**src/hdl/bcas_pkg.sv**
```systemverilog
// ----------------------------------------------------------------------------
// BCD clock and alarm setter: shared definitions
// Event codes, button codes, digit limits and the state and item structs
// used by the step logic and the top level.
// ----------------------------------------------------------------------------
package bcas_pkg;

  // Event kind carried in tuser of the input stream.
  typedef enum logic [1:0] {
    MODE_PRESS   = 2'd0,
    MODE_READING = 2'd1,
    MODE_TIMEOUT = 2'd2,
    MODE_TICK    = 2'd3
  } bcas_mode_e;

  // Button codes of a press event.
  typedef enum logic [1:0] {
    BTN_UP    = 2'd0,
    BTN_RIGHT = 2'd1,
    BTN_LEFT  = 2'd2,
    BTN_DOWN  = 2'd3
  } bcas_button_e;

  // Field selected by the upper cursor bits.
  typedef enum logic [2:0] {
    FLD_CUR_HOURS   = 3'd0,
    FLD_CUR_MINUTES = 3'd1,
    FLD_CUR_SECONDS = 3'd2,
    FLD_ALM_HOURS   = 3'd3,
    FLD_ALM_MINUTES = 3'd4,
    FLD_ALM_SECONDS = 3'd5
  } bcas_field_e;

  // Digit limits.
  localparam logic [3:0] LAST_POS      = 4'd11;
  localparam logic [3:0] UNIT_MAX      = 4'd9;
  localparam logic [2:0] TENS_MAX      = 3'd5;
  localparam logic [3:0] HOUR_UNIT_MAX = 4'd3;
  localparam logic [1:0] HOUR_TENS_MAX = 2'd2;

  // Stream widths.
  localparam int unsigned InDataW  = 24;
  localparam int unsigned InUserW  = 2;
  localparam int unsigned OutDataW = 48;

  typedef struct packed {
    logic [5:0] hours;
    logic [6:0] minutes;
    logic [6:0] seconds;
  } bcas_time_t;

  typedef struct packed {
    bcas_time_t  cur;
    bcas_time_t  alm;
    logic [3:0]  cursor;
    logic        editing;
    logic        ringing;
    logic        blank;
    logic [15:0] beeps;
  } bcas_state_t;

  typedef struct packed {
    bcas_mode_e   mode;
    bcas_button_e button;
    bcas_time_t   reading;
  } bcas_item_t;

endpackage

```
**src/hdl/bcas_digit_edit.sv**
```systemverilog
// ----------------------------------------------------------------------------
// BCD digit stepper
// Steps the tens or units digit of one BCD hours, minutes or seconds value
// up or down, with 24-hour limits for hours and 59 limits otherwise.
// ----------------------------------------------------------------------------
module bcas_digit_edit
  import bcas_pkg::*;
(
  input  logic [6:0] value_i,    // hours use the low 6 bits
  input  logic       is_hours_i,
  input  logic       up_i,
  input  logic       units_i,
  output logic [6:0] value_o
);

  logic [1:0] hr_hi, hr_hi_n;
  logic [2:0] ms_hi, ms_hi_n;
  logic [3:0] lo, lo_n, unit_top;

  assign hr_hi = value_i[5:4];
  assign ms_hi = value_i[6:4];
  assign lo    = value_i[3:0];

  // The hours units digit tops out at three in the twenties.
  assign unit_top = (is_hours_i && hr_hi == HOUR_TENS_MAX) ? HOUR_UNIT_MAX : UNIT_MAX;

  // Minutes and seconds tens digit wraps in 0..5.
  always_comb begin
    if (up_i) begin
      ms_hi_n = (ms_hi == TENS_MAX) ? 3'd0 : ms_hi + 3'd1;
    end else begin
      ms_hi_n = (ms_hi == 3'd0) ? TENS_MAX : ms_hi - 3'd1;
    end
  end

  // Units digit, and hours tens digit with clamping of the units digit.
  always_comb begin
    hr_hi_n = hr_hi;
    lo_n    = lo;
    if (units_i) begin
      if (up_i) begin
        lo_n = (lo == unit_top) ? 4'd0 : lo + 4'd1;
      end else begin
        lo_n = (lo == 4'd0) ? unit_top : lo - 4'd1;
      end
    end else if (is_hours_i) begin
      if (up_i) begin
        if (hr_hi == 2'd1) begin
          hr_hi_n = HOUR_TENS_MAX;
          if (lo > HOUR_UNIT_MAX) begin
            lo_n = HOUR_UNIT_MAX;
          end
        end else if (hr_hi == HOUR_TENS_MAX) begin
          hr_hi_n = 2'd0;
        end else begin
          hr_hi_n = hr_hi + 2'd1;
        end
      end else begin
        if (hr_hi == 2'd0) begin
          hr_hi_n = HOUR_TENS_MAX;
          if (lo > HOUR_UNIT_MAX) begin
            lo_n = HOUR_UNIT_MAX;
          end
        end else begin
          hr_hi_n = hr_hi - 2'd1;
        end
      end
    end
  end

  // Reassemble the value; the tens step only matters when not on units.
  always_comb begin
    if (is_hours_i) begin
      value_o = {1'b0, hr_hi_n, lo_n};
    end else begin
      value_o = {(units_i ? ms_hi : ms_hi_n), lo_n};
    end
  end

endmodule

```
**src/hdl/bcas_step.sv**
```systemverilog
// ----------------------------------------------------------------------------
// BCD clock and alarm setter: event step
// Computes the next state and the clock write request for one event from
// the current state.
// ----------------------------------------------------------------------------
module bcas_step
  import bcas_pkg::*;
(
  input  bcas_state_t state_i,
  input  bcas_item_t  item_i,
  output bcas_state_t state_o,
  output logic        rtc_write_o
);

  bcas_field_e field;
  logic [6:0]  sel_value;
  logic [6:0]  new_value;
  logic        sel_hours;
  logic        same_hm;
  logic [15:0] beeps_inc;

  assign field = bcas_field_e'(state_i.cursor[3:1]);

  // Pick the value under the cursor.
  always_comb begin
    sel_hours = 1'b0;
    sel_value = 7'd0;
    unique case (field)
      FLD_CUR_HOURS: begin
        sel_hours = 1'b1;
        sel_value = {1'b0, state_i.cur.hours};
      end
      FLD_CUR_MINUTES: sel_value = state_i.cur.minutes;
      FLD_CUR_SECONDS: sel_value = state_i.cur.seconds;
      FLD_ALM_HOURS: begin
        sel_hours = 1'b1;
        sel_value = {1'b0, state_i.alm.hours};
      end
      FLD_ALM_MINUTES: sel_value = state_i.alm.minutes;
      FLD_ALM_SECONDS: sel_value = state_i.alm.seconds;
      default: sel_value = 7'd0;
    endcase
  end

  bcas_digit_edit u_digit_edit (
    .value_i    (sel_value),
    .is_hours_i (sel_hours),
    .up_i       (item_i.button == BTN_UP),
    .units_i    (state_i.cursor[0]),
    .value_o    (new_value)
  );

  assign same_hm   = (item_i.reading.hours == state_i.alm.hours) &&
                     (item_i.reading.minutes == state_i.alm.minutes);
  assign beeps_inc = state_i.beeps + 16'd1;

  // Event handling.
  always_comb begin
    state_o     = state_i;
    rtc_write_o = 1'b0;
    unique case (item_i.mode)
      MODE_PRESS: begin
        state_o.ringing = 1'b0;
        if (!state_i.editing) begin
          state_o.editing = 1'b1;
          state_o.cursor  = 4'd0;
        end else if (item_i.button == BTN_UP || item_i.button == BTN_DOWN) begin
          rtc_write_o = 1'b1;
          unique case (field)
            FLD_CUR_HOURS:   state_o.cur.hours   = new_value[5:0];
            FLD_CUR_MINUTES: state_o.cur.minutes = new_value;
            FLD_CUR_SECONDS: state_o.cur.seconds = new_value;
            FLD_ALM_HOURS:   state_o.alm.hours   = new_value[5:0];
            FLD_ALM_MINUTES: state_o.alm.minutes = new_value;
            FLD_ALM_SECONDS: state_o.alm.seconds = new_value;
            default: ;
          endcase
        end else if (item_i.button == BTN_RIGHT) begin
          state_o.cursor = (state_i.cursor >= LAST_POS) ? 4'd0 : state_i.cursor + 4'd1;
        end else begin
          state_o.cursor = (state_i.cursor == 4'd0 || state_i.cursor > LAST_POS) ?
                           LAST_POS : state_i.cursor - 4'd1;
        end
      end
      MODE_READING: begin
        state_o.cur = item_i.reading;
        if (same_hm && item_i.reading.seconds >= state_i.alm.seconds &&
            state_i.beeps == 16'd0) begin
          state_o.ringing = 1'b1;
        end else if (!same_hm) begin
          state_o.beeps   = 16'd0;
          state_o.ringing = 1'b0;
        end
      end
      MODE_TIMEOUT: begin
        state_o.editing = 1'b0;
      end
      MODE_TICK: begin
        if (state_i.ringing) begin
          state_o.beeps = beeps_inc;
          state_o.blank = ~beeps_inc[0];
        end
      end
      default: ;
    endcase
  end

endmodule

```
**src/hdl/bcd_clock_alarm_setter.sv**
```systemverilog
// ----------------------------------------------------------------------------
// BCD clock and alarm setter
// Button, clock reading, edit timeout and alarm tick events update the held
// time, the alarm time and the edit and alarm flags; every event gives one
// result beat with the state after it.
// ----------------------------------------------------------------------------
// The block takes one event per clock cycle while the output side is not
// stalled and returns exactly one result beat for each. Each event goes into
// an input register, the next state is worked out combinationally from the
// state register and the registered event, and the result lands in an output
// register; that state update sets the rate. While the output register holds
// an untaken result, the input register can still take one more beat.
module bcd_clock_alarm_setter
  import bcas_pkg::*;
(
  input  logic                clk_i,
  input  logic                rst_ni,
  // Input stream
  input  logic                s_axis_tvalid_i,
  output logic                s_axis_tready_o,
  // tdata: button[1:0], hours_bcd[7:2], minutes_bcd[14:8],
  //        seconds_bcd[21:15], zero fill [23:22]
  input  logic [InDataW-1:0]  s_axis_tdata_i,
  // tuser: mode[1:0]
  input  logic [InUserW-1:0]  s_axis_tuser_i,
  // Output stream
  output logic                m_axis_tvalid_o,
  input  logic                m_axis_tready_i,
  // tdata: cur_hours[5:0], cur_minutes[12:6], cur_seconds[19:13],
  //        alm_hours[25:20], alm_minutes[32:26], alm_seconds[39:33],
  //        cursor[43:40], editing[44], ringing[45], display_blank[46],
  //        rtc_write[47]
  output logic [OutDataW-1:0] m_axis_tdata_o
);

  logic                in_valid_q;
  bcas_item_t          in_q;
  logic                out_valid_q;
  logic [OutDataW-1:0] out_q;
  bcas_state_t         state_q, state_d;
  logic                rtc_write;
  logic                advance;

  // An event moves on when the output register is free or being emptied.
  assign advance         = in_valid_q && (!out_valid_q || m_axis_tready_i);
  assign s_axis_tready_o = !in_valid_q || advance;

  // Input register control.
  always_ff @(posedge clk_i or negedge rst_ni) begin
    if (!rst_ni) begin
      in_valid_q <= 1'b0;
    end else if (s_axis_tready_o) begin
      in_valid_q <= s_axis_tvalid_i;
    end
  end

  // Input register payload.
  always_ff @(posedge clk_i) begin
    if (s_axis_tready_o && s_axis_tvalid_i) begin
      in_q.mode            <= bcas_mode_e'(s_axis_tuser_i[1:0]);
      in_q.button          <= bcas_button_e'(s_axis_tdata_i[1:0]);
      in_q.reading.hours   <= s_axis_tdata_i[7:2];
      in_q.reading.minutes <= s_axis_tdata_i[14:8];
      in_q.reading.seconds <= s_axis_tdata_i[21:15];
    end
  end

  bcas_step u_step (
    .state_i     (state_q),
    .item_i      (in_q),
    .state_o     (state_d),
    .rtc_write_o (rtc_write)
  );

  // State register, updated once per event.
  always_ff @(posedge clk_i or negedge rst_ni) begin
    if (!rst_ni) begin
      state_q <= '0;
    end else if (advance) begin
      state_q <= state_d;
    end
  end

  // Output register control.
  always_ff @(posedge clk_i or negedge rst_ni) begin
    if (!rst_ni) begin
      out_valid_q <= 1'b0;
    end else if (advance) begin
      out_valid_q <= 1'b1;
    end else if (m_axis_tready_i) begin
      out_valid_q <= 1'b0;
    end
  end

  // Output register payload.
  always_ff @(posedge clk_i) begin
    if (advance) begin
      out_q <= {rtc_write, state_d.blank, state_d.ringing, state_d.editing,
                state_d.cursor,
                state_d.alm.seconds, state_d.alm.minutes, state_d.alm.hours,
                state_d.cur.seconds, state_d.cur.minutes, state_d.cur.hours};
    end
  end

  assign m_axis_tvalid_o = out_valid_q;
  assign m_axis_tdata_o  = out_q;

endmodule

```
**config.mk**
```make
export PLATFORM = sky130hd
export DESIGN_NAME = bcd_clock_alarm_setter
export DESIGN_NICKNAME = d
export VERILOG_FILES = /design/src/hdl/bcas_pkg.sv /design/src/hdl/bcas_digit_edit.sv /design/src/hdl/bcas_step.sv /design/src/hdl/bcd_clock_alarm_setter.sv
export SDC_FILE = /design/constraint.sdc
export NUM_CORES = 1
export LEC_CHECK = 0
export BUFFER_PORTS_ARGS = -buffer_cell sky130_fd_sc_hd__buf_2
export CORE_MARGIN = 8
export CORE_UTILIZATION = 45
export DETAILED_ROUTE_END_ITERATION = 10
export PLACE_DENSITY = 0.65
export SYNTH_ARGS = -nofsm -noshare
export SYNTH_HDL_FRONTEND = slang
export SYNTH_SLANG_ARGS = --single-unit
```
**constraint.sdc**
```tcl
create_clock -name clk_i -period 8.8 [get_ports clk_i]
set_clock_uncertainty 0.1 [all_clocks]
set_input_delay 0.88 -clock clk_i [delete_from_list [all_inputs] [get_ports clk_i]]
set_output_delay 0.88 -clock clk_i [all_outputs]
set_load 0.05 [all_outputs]
```
==> run summary, run 1 <==
Overall power -> 2540 uW
Worst setup EP type -> register
Crit Path Max Fanout -> 24
Maximum vdd drop -> 0.147 mV
Hold crit path type -> register to register
Initial antenna violation count -> 0
Final slew viol count -> 0
Post-Syn Area -> 7320 um2
Maxcap violations -> 0
RSZ-0062 raised after global routing -> no
Setup slack, reg-to-reg -> 4.60 ns
Die H -> 144 um
WHS Path Cells -> 1
Number of synthesized register bits -> 137
Worst setup SP type -> register
Hold Fails Final Rpt -> 0
Most common cell after layout, fill and taps aside -> buf_2
Total GRT Usage -> 19.7%
LEAKAGE -> 0.00348 uW
Minimum clock period -> 4.20 ns
Die ar. -> 20600 um2
Routed len/inst -> 20.4 um
Final net count -> 785
N_diodes -> 0
Layout cells sized above 1 -> 22.6%
RR Endpoint -> m_axis_tdata_o[28]
CP startpoint -> state_q[21]
Asr flop ratio synth -> 47.4%
WHS -> 0.414 ns
Yosys warning total -> 0
Clock-pin slew on the worst setup and hold paths -> 0.06 ns
Hold_buf cts -> 0
TritonCTS Buffers -> 17
Starting density of the core -> 46.1%
FF-to-FF Start -> state_q[21]
M1 wire length -> 8.78 mm
Final Instance Count excl. Fillers -> 963
Footprint of the multi-input gates -> 3230 um2
CTS Buffer Depth -> 2
Placer Congestion -> 0.895
Routed vias -> 5642
CP Data Arrival Time -> 4.23 ns
Vias per std cell -> 5.86
PortBufs -> 77
Hold Path End -> state_q[49]
Length of the first detailed-routing pass in iterations -> 8
First-pass GRT wire length -> 30.8 mm
Worst reg2reg path depth -> 9
Hold_sp -> state_q[49]
Setup TNS Final -> 0 ns
CP Class -> register to register
Row cnt -> 46
Top routing layer in use -> met4
Pwr/cell area -> 301 nW/um2
Drt drc -> 0
Initial DRC Count -> 491
Io pins -> 80
Fmax -> 0.238 GHz
Largest net degree at the start of global routing -> 66
FF+latch area -> 3790 um2
Syn_area_per_cell -> 10.9 um2
DR WL met3 -> 1.30 mm
Post-synth EDFFs -> 72
Seq/Total Area, Yosys -> 51.7%
Sinks on Clock Net -> 137
Req. time, crit path -> 8.83 ns
Post-CTS setup buffers -> 0
# fillers -> 1434
Post-Route WL -> 19.7 mm
Clock root cell -> clkbuf_16
Status -> finished clean
Tcrit/Tclk final -> 47.8%
Post-DP HPWL -> 14.1 mm
Clock Latency Late Sink -> 0.43 ns
# placed instances -> 931
Gate count of the mapped netlist -> 670
Syn-to-layout area delta -> 15.2%
CTS tree -> yes
Yosys cell types -> 74
H-tree depth -> 4
Relative slew slack -> 33.7%
PostCTS Resize Cnt -> 0
Vias in the first global route -> 5538
Final number of setup-violating endpoints -> 0
Die width -> 144 um
Syn nets -> 721
Most frequent cells in the layout -> buf_2 (77), edfxtp_1 (72), nand2_1 (69)
Core area -> 15900 um2
Prevailing post-synth register cell -> edfxtp_1
ANT nets after route -> 0
Tightest Pin Transition -> 0.993 ns
Total grt overflow -> 0
Met2 routed WL -> 9.23 mm
[worst max path at each step]
stage	endpoint	slack (ns)	cells past startpoint
after global routing	m_axis_tdata_o[28]	4.35	9
after floorplan	m_axis_tdata_o[21]	5.56	11
after detailed placement	m_axis_tdata_o[28]	4.61	9
after CTS	m_axis_tdata_o[28]	4.60	9
final	m_axis_tdata_o[28]	4.60	9
after global placement	m_axis_tdata_o[8]	4.72	9
[metal layers]
metal	vias up	global-route usage, %
met5	-	0
met4	0	7.19
met3	34	4.51
met2	215	31.0
met1	2783	25.9
li1	2610	-
[flip-flops by register name, indices dropped and copies added, names as in the netlist]
name,cells
state_q,63
m_axis_tdata_o,48
in_q,24
in_valid_q,1
m_axis_tvalid_o,1
[final cells by class]
type	count	area share, %
clock buffer	21	5.46
clock inverter	11	1.74
inverter	25	1.13
multi-input combinational	468	38.3
sequential	137	44.9
tap	216	3.20
timing repair buffer	85	5.28
[where the power goes]
part           switching [uW]  internal, uW
Clock                     278           460
Sequential                103           786
Combinational             602           313
[through the flow]
step           utilization [%]  instance area (um2)  setup WS, ns
2_1_floorplan                -                 7320          5.56
3_3_place_gp              49.3                 7830          4.72
3_5_place_dp              49.3                 7830          4.61
4_1_cts                   53.1                 8440          4.60
5_1_grt                   53.1                 8440          4.35
6_report                  53.1                 8440          4.60
[cell usage after synthesis, types with 3 or more instances]
cell type / count / area share [%]
a2111oi_0: 4 / 0.48
a211oi_1: 5 / 0.51
a21o_1: 7 / 0.72
a21oi_1: 19 / 1.3
a21oi_2: 4 / 0.48
a221o_1: 3 / 0.41
a222oi_1: 5 / 0.68
a22o_1: 4 / 0.48
a22oi_1: 20 / 2.1
a41o_1: 3 / 0.41
and2_1: 5 / 0.43
and3_1: 6 / 0.51
buf_6: 7 / 1.1
clkbuf_1: 28 / 1.4
dfrtp_1: 65 / 22
edfxtp_1: 72 / 30
ha_1: 21 / 3.6
inv_1: 22 / 1.1
mux2_2: 23 / 3.5
mux2i_1: 4 / 0.55
nand2_1: 69 / 3.5
nand2b_1: 12 / 1.0
nand3_1: 11 / 0.75
nand4_1: 7 / 0.60
nor2_1: 44 / 2.3
nor2b_1: 10 / 0.85
nor3_1: 6 / 0.41
nor3b_1: 5 / 0.51
nor4_1: 7 / 0.60
o2111ai_1: 3 / 0.36
o211ai_1: 3 / 0.31
o21ai_0: 45 / 3.1
o21ai_1: 10 / 0.68
o21ai_2: 7 / 0.84
o22a_1: 8 / 0.96
o22ai_1: 5 / 0.43
o31a_1: 3 / 0.36
o31ai_1: 5 / 0.51
or2_2: 5 / 0.43
or3_1: 6 / 0.51
xnor2_1: 6 / 0.72
xor2_1: 23 / 2.8
[critical path: stages, from the launching register on]
cell and delay, ns:
dfrtp_1 0.89, mux4_2 0.43, a22oi_1 0.42, inv_1 0.15, ha_1 0.30, a22oi_1 0.29
o2111ai_4 0.16, nor3b_2 0.19, a211oi_2 0.77, o21ai_1 0.19
[kinds of logic after synthesis]
group / count (synthesis) / synth area share [%]
AOI/OAI and AO/OA: 187 / 18.7
xor gates and xnor gates: 29 / 3.47
adders and majority gates: 21 / 3.59
buffers and inverters: 65 / 4.17
DFF: 137 / 51.7
muxes: 31 / 5.06
and+or+nand+nor: 200 / 13.3
Power figures use the tool's default switching activity.
==> inputs of run 2 (changes only) <==
--- a/config.mk
+++ b/config.mk
@@ -5,6 +5,7 @@
 export SDC_FILE = /design/constraint.sdc
 export NUM_CORES = 1
 export LEC_CHECK = 0
+export ABC_AREA = 1
 export BUFFER_PORTS_ARGS = -buffer_cell sky130_fd_sc_hd__buf_2
 export CORE_MARGIN = 8
 export CORE_UTILIZATION = 45
==> constraint.sdc (replaced) <==
create_clock -name clk_i -period 4.05 [get_ports clk_i]
set_clock_uncertainty 0.1 [all_clocks]
set_input_delay 0.405 -clock clk_i [delete_from_list [all_inputs] [get_ports clk_i]]
set_output_delay 0.405 -clock clk_i [all_outputs]
set_load 0.05 [all_outputs]
==> run 2 against run 1 <==
Effect of this change: cell count increased by 26%; setup slack got worse by 4.0 ns; wire length increased by 1.4%; utilization increased by 0.066 points; worst hold slack got worse by 0.38 ns; critical endpoint is now m_axis_tdata_o[13]; highest routed layer unchanged.
==> run summary, run 2 <==
Most frequent cells in the layout -> nand2_1 (240), inv_1 (112), buf_2 (77)
Post-Route WL -> 20.0 mm
Sinks on Clock Net -> 137
Minimum clock period -> 3.48 ns
Fmax -> 0.287 GHz
Critical path, cell by cell -> inv_2, nor2_2, nand2_2, o22ai_1, nor4_4, ha_1, or2_2, nand2_1, nor2_1, o21ai_1, nand3_1, o21ai_2, inv_2, o21ai_2, o211ai_2
PostCTS Resize Cnt -> 0
Number of synthesized register bits -> 137
Die H -> 147 um
Syn_area_per_cell -> 8.50 um2
CP Class -> register to register
Maxcap violations -> 0
Yosys cell types -> 40
Vias per std cell -> 5.17
Initial antenna violation count -> 0
Max reg flops -> 63
TritonCTS Buffers -> 17
Asr flop ratio synth -> 47.4%
Drt drc -> 0
Tightest Pin Transition -> 1.14 ns
Routed vias -> 6290
Relative slew slack -> 23.8%
FF-to-FF Start -> state_q[21]
Layout cells sized above 1 -> 19.6%
Vias in the first global route -> 6095
Total GRT Usage -> 19.0%
Maximum vdd drop -> 0.458 mV
Final net count -> 1035
Slowest cell on the critical path -> dfrtp_1
Clock root cell -> clkbuf_16
Worst setup EP type -> register
Yosys warning total -> 0
H-tree depth -> 4
Most common cell after layout, fill and taps aside -> nand2_1
Prevailing post-synth register cell -> edfxtp_1
Syn-to-layout area delta -> 15.3%
Routed len/inst -> 16.4 um
Count leader, synth -> nand2_1
CP peak stage delay -> 0.62 ns
Die width -> 147 um
Post-synth EDFFs -> 72
Synth top area cells -> edfxtp_1 (28%), dfrtp_1 (21%), nand2_1 (12%), inv_1 (5.5%), o21ai_0 (3.9%)
Hold crit path type -> primary input to register
Post-DP HPWL -> 14.4 mm
Tcrit/Tclk final -> 85.9%
Overall power -> 6320 uW
WHS Path Cells -> 1
CP Buf/Inv Count -> 2
PortBufs -> 77
Total grt overflow -> 0
First-pass GRT wire length -> 32.0 mm
Starting density of the core -> 46.1%
Hold_sp -> s_axis_tdata_i[9]
LEAKAGE -> 0.00406 uW
Clock-pin slew on the worst setup and hold paths -> 0.06 ns
ANT nets after route -> 0
Gate count of the mapped netlist -> 903
Largest net degree at the start of global routing -> 69
Placer Congestion -> 0.899
Req. time, crit path -> 4.10 ns
RSZ-0062 raised after global routing -> no
Critical path's top delay family -> simple AND/OR/NAND/NOR gates
Core area -> 16600 um2
Hold Path End -> in_q[8]
N_diodes -> 0
RR Endpoint -> m_axis_tdata_o[13]
Io pins -> 80
Largest area contributor in the netlist -> edfxtp_1
Die ar. -> 21500 um2
Length of the first detailed-routing pass in iterations -> 6
Seq/Total Area, Yosys -> 49.4%
Hold_buf cts -> 1
Setup TNS Final -> 0 ns
CTS Buffer Depth -> 2
Row cnt -> 47
Post-Syn Area -> 7670 um2
Biggest register -> state_q
Worst setup SP type -> register
Setup slack, reg-to-reg -> 0.57 ns
Syn nets -> 954
Status -> finished clean
Pwr/cell area -> 715 nW/um2
Initial DRC Count -> 647
Hold Fails Final Rpt -> 0
Final slew viol count -> 0
Crit Path Max Fanout -> 11
Share of the synthesized area in the top cell type -> 28.2%
CP Data Arrival Time -> 3.53 ns
Clock Latency Late Sink -> 0.44 ns
Final number of setup-violating endpoints -> 0
CTS tree -> yes
Worst reg2reg path depth -> 15
Post-CTS setup buffers -> 0
Synth top cells by count -> nand2_1 (240), inv_1 (112), edfxtp_1 (72)
[run 2: changes by cell type in the layout (fill, tap and decap cells not counted), moves of 20 or more]
cell / before / now
nand3_1: 11 / 48
nand2_1: 69 / 240
nand4_1: 7 / 27
a22oi_1: 20 / 0
inv_1: 22 / 112
mux2_2: 23 / 0
[run 2: layer usage]
layer | global-route usage (%) | up-vias | part of all wire, %
li1 | - | 3136 | -
met2 | 29.8 | 211 | 46
met4 | 6.29 | 0 | 1.4
met5 | 0 | - | 0
met3 | 5.69 | 23 | 7.3
met1 | 24.7 | 2920 | 45
[run 2: worst max-delay path by stage]
stage,slack [ns],startpoint,end,cells after the start
floorplan,1.37,state_q[22],m_axis_tdata_o[29],19
global placement,0.67,state_q[21],m_axis_tdata_o[13],15
detailed placement,0.64,state_q[21],m_axis_tdata_o[13],15
CTS,0.63,state_q[21],m_axis_tdata_o[13],15
global route,0.37,state_q[21],m_axis_tdata_o[23],19
finish,0.57,state_q[21],m_axis_tdata_o[13],15
[run 2: cell families (layout without fill, tap and decap cells)]
group / count (synthesis) / in the layout / share of synthesized area (%)
fa+ha+maj: 21 / 21 / 3.42
simple gates: 436 / 436 / 26.5
xor+xnor: 22 / 22 / 2.51
compound gates: 136 / 136 / 10.2
buf+inv: 151 / 245 / 7.94
flops: 137 / 137 / 49.4
[run 2: layout make-up]
cell class | count | area (um2)
inverters | 123 | 464
fillers | 1516 | 7790
clock buffers | 19 | 453
multi-input cells | 615 | 3270
flip-flops and latches | 137 | 3790
repair buffers | 90 | 485
clock inverters | 13 | 108
well taps | 220 | 275
[run 2: power by group]
| group | total [uW] | switching (uW) | internal, uW |
|---|---|---|---|
| Combinational | 2780 | 2000 | 781 |
| Clock | 1480 | 651 | 829 |
| Sequential | 2060 | 238 | 1830 |
| Total | 6320 | 2890 | 3440 |
[run 2: stage by stage]
step / setup WS [ns] / area [um2] / util (%) / hold WS (ns) / cells
after floorplan: 1.37 / 7670 / - / 0.00941 / 903
after global placement: 0.671 / 8280 / 49.7 / 0.363 / 1184
after detailed placement: 0.642 / 8280 / 49.7 / 0.366 / 1184
after CTS: 0.625 / 8850 / 53.2 / 0.0243 / 1217
after global routing: 0.371 / 8850 / 53.2 / 0.0238 / 1217
final: 0.571 / 8850 / 53.2 / 0.0374 / 1217
[run 2: worst reg2reg max path, stage by stage, from the launching register on]
cell and delay [ns]:
dfrtp_1 0.62, inv_2 0.22, nor2_2 0.21, nand2_2 0.15
o22ai_1 0.29, nor4_4 0.09, ha_1 0.21, or2_2 0.31
nand2_1 0.10, nor2_1 0.09, o21ai_1 0.11, nand3_1 0.11
o21ai_2 0.21, inv_2 0.10, o21ai_2 0.13, o211ai_2 0.14
==> inputs of run 3 (changes only) <==
--- a/config.mk
+++ b/config.mk
@@ -10,7 +10,9 @@
 export CORE_MARGIN = 8
 export CORE_UTILIZATION = 45
 export DETAILED_ROUTE_END_ITERATION = 10
-export PLACE_DENSITY = 0.65
+export PLACE_DENSITY = 0.64
+export RECOVER_POWER = 25
 export SYNTH_ARGS = -nofsm -noshare
 export SYNTH_HDL_FRONTEND = slang
+export SYNTH_HIERARCHICAL = 1
 export SYNTH_SLANG_ARGS = --single-unit
==> constraint.sdc (replaced) <==
create_clock -name clk_i -period 4.3 [get_ports clk_i]
set_clock_uncertainty 0.1 [all_clocks]
set_input_delay 0.43 -clock clk_i [delete_from_list [all_inputs] [get_ports clk_i]]
set_output_delay 0.43 -clock clk_i [all_outputs]
set_load 0.05 [all_outputs]
==> run 3 against run 2 <==
Effect of this change: fmax fell by 13%; register-to-register slack got worse by 0.25 ns; flip-flop and latch count unchanged; largest cell class unchanged; largest power group unchanged.
==> run summary, run 3 <==
Status -> finished clean
Drt drc -> 0
Row cnt -> 48
TritonCTS Buffers -> 17
Maximum vdd drop -> 0.522 mV
Simple-gate portion of the synthesized area -> 30.0%
Post-synth EDFFs -> 72
Max reg flops -> 63
Clock-pin slew on the worst setup and hold paths -> 0.06 ns
Met2 routed WL -> 10.4 mm
Most common cell after layout, fill and taps aside -> nand2_1
Die ar. -> 22300 um2
RSZ-0062 raised after global routing -> no
Post-Syn Area -> 8010 um2
Hold crit path type -> primary input to register
Pwr/cell area -> 607 nW/um2
Pre-CTS setup slack -> 0.457 ns
H-tree depth -> 4
Req. time, crit path -> 4.51 ns
Worst setup SP type -> register
CTS Buffer Depth -> 2
Yosys warning total -> 6
Xor and xnor area share after synthesis -> 0.437%
PnR worst setup slack -> 0.321 ns
Synth top area cells -> edfxtp_1 (27%), dfrtp_1 (20%), nand2_1 (17%), nand3_1 (6.8%), inv_1 (4.6%)
Biggest register -> state_q
Adder-Cell Fraction of Synth Area -> 3.59%
Starting density of the core -> 46.1%
Tightest Pin Transition -> 1.23 ns
CP Data Arrival Time -> 4.19 ns
Number of synthesized register bits -> 137
Routed vias -> 7096
Placer Congestion -> 0.912
Post-DP HPWL -> 15.6 mm
Die width -> 149 um
Tcrit/Tclk final -> 92.5%
PortBufs -> 77
Count leader, synth -> nand2_1
Largest net degree at the start of global routing -> 65
Sinks on Clock Net -> 137
Top routing layer in use -> met4
First-pass GRT wire length -> 36.3 mm
Fmax -> 0.251 GHz
Clock Latency Late Sink -> 0.43 ns
Syn_area_per_cell -> 7.94 um2
LEAKAGE -> 0.00418 uW
N_diodes -> 0
Crit Path Max Fanout -> 10
Final net count -> 1124
Post-Route WL -> 22.8 mm
Setup TNS Final -> 0 ns
Yosys cell types -> 37
Clock root cell -> clkbuf_16
Io pins -> 80
Worst setup EP type -> register
Vias in the first global route -> 6515
Total GRT Usage -> 21.0%
Complex-gate fraction of the synthesized area -> 9.84%
Final slew viol count -> 0
Initial antenna violation count -> 0
CP Class -> register to register
Hold Fails Final Rpt -> 0
Seq/Total Area, Yosys -> 47.3%
ANT nets after route -> 0
Initial DRC Count -> 892
Core area -> 17400 um2
Layout cells sized above 1 -> 10.1%
Relative slew slack -> 18.0%
Main combinational cell family by area after synthesis -> simple AND/OR/NAND/NOR gates
Vias per std cell -> 5.42
Prevailing post-synth register cell -> edfxtp_1
Syn-to-layout area delta -> 12.6%
DR WL met3 -> 1.60 mm
Die H -> 149 um
Overall power -> 5470 uW
Share of the synthesized area in the top cell type -> 27.0%
WHS -> 0.0694 ns
Total grt overflow -> 0
Mux cell area share after synthesis -> 0%
Maxcap violations -> 0
Final number of setup-violating endpoints -> 0
Synth top cells by count -> nand2_1 (369), nand3_1 (109), inv_1 (98)
CTS tree -> yes
Most frequent cells in the layout -> nand2_1 (369), nand3_1 (109), inv_1 (97)
Length of the first detailed-routing pass in iterations -> 5
Gate count of the mapped netlist -> 1009
Syn nets -> 1062
Asr flop ratio synth -> 47.4%
Largest area contributor in the netlist -> edfxtp_1
M1 wire length -> 10.1 mm
Minimum clock period -> 3.98 ns
Routed len/inst -> 17.4 um
-- run 3: power by group --
part | internal [uW] | switching, uW
Clock | 943 | 621
Sequential | 1640 | 200
Combinational | 513 | 1560
Total | 3100 | 2380
-- run 3: metrics by stage --
| step | instances | util [%] | area [um2] |
|---|---|---|---|
| 6_report | 1309 | 51.9 | 9010 |
| 3_5_place_dp | 1276 | 48.5 | 8430 |
| 3_3_place_gp | 1276 | 48.5 | 8430 |
| 2_1_floorplan | 1009 | - | 8010 |
| 4_1_cts | 1309 | 52.2 | 9060 |
| 5_1_grt | 1309 | 51.9 | 9010 |
-- run 3: layer usage --
layer  GRT usage [%]  vias up
met5               0        -
met4            8.38        0
met3            4.73       47
met1            28.2     3308
li1                -     3467
met2            32.4      274
-- run 3: final timing paths --
| check | start | to | slack, ns | depth (start not counted) |
|---|---|---|---|---|
| setup / recovery | state_q[22] | state_q[53] | 0.32 | 21 |
| hold / removal | s_axis_tdata_i[6] | in_q[18] | 0.07 | 1 |
| setup reg to reg | state_q[22] | state_q[53] | 0.32 | 21 |
| hold reg to reg | state_q[18] | state_q[18] | 0.40 | 2 |
| max in group asynchronous | rst_ni | in_valid_q | 2.11 | 3 |
| min in group asynchronous | rst_ni | state_q[12] | 0.68 | 2 |
-- run 3: layout make-up --
class | instances | area (um2)
multi-input combinational | 722 | 3510
clock buffer | 18 | 439
tap | 225 | 282
fill | 1618 | 8340
timing repair buffer | 84 | 393
sequential | 137 | 3790
clock inverter | 14 | 186
inverter | 109 | 409
-- run 3: repair_timing --
action                                 in CTS  in global routing
endpoints found under the hold margin      19                  0
buffers inserted                            0                  0
resized for setup                           0                  0
hold buffers                                1                  0
-- run 3: cell families after synthesis --
family,count (synthesis)
flops,137
xor+xnor,4
simple gates,565
fa+ha+maj,23
compound gates,130
buf+inv,150
-- run 3: worst max-delay path, cell delays in order (launching register included) --
cell and delay (ns):
dfrtp_1 0.52, inv_2 0.19, nand2_2 0.11, nor2_1 0.52
a22oi_1 0.19, o211ai_1 0.29, inv_1 0.24, ha_1 0.27
nand2_1 0.11, nand3_1 0.08, nand2_1 0.11, nand2_2 0.06
nand2_1 0.06, nand2_1 0.05, nand3_1 0.08, nand2_1 0.11
inv_1 0.22, nand2_1 0.09, o211ai_1 0.10, o221ai_1 0.17
nand3_1 0.12, nand2_1 0.06
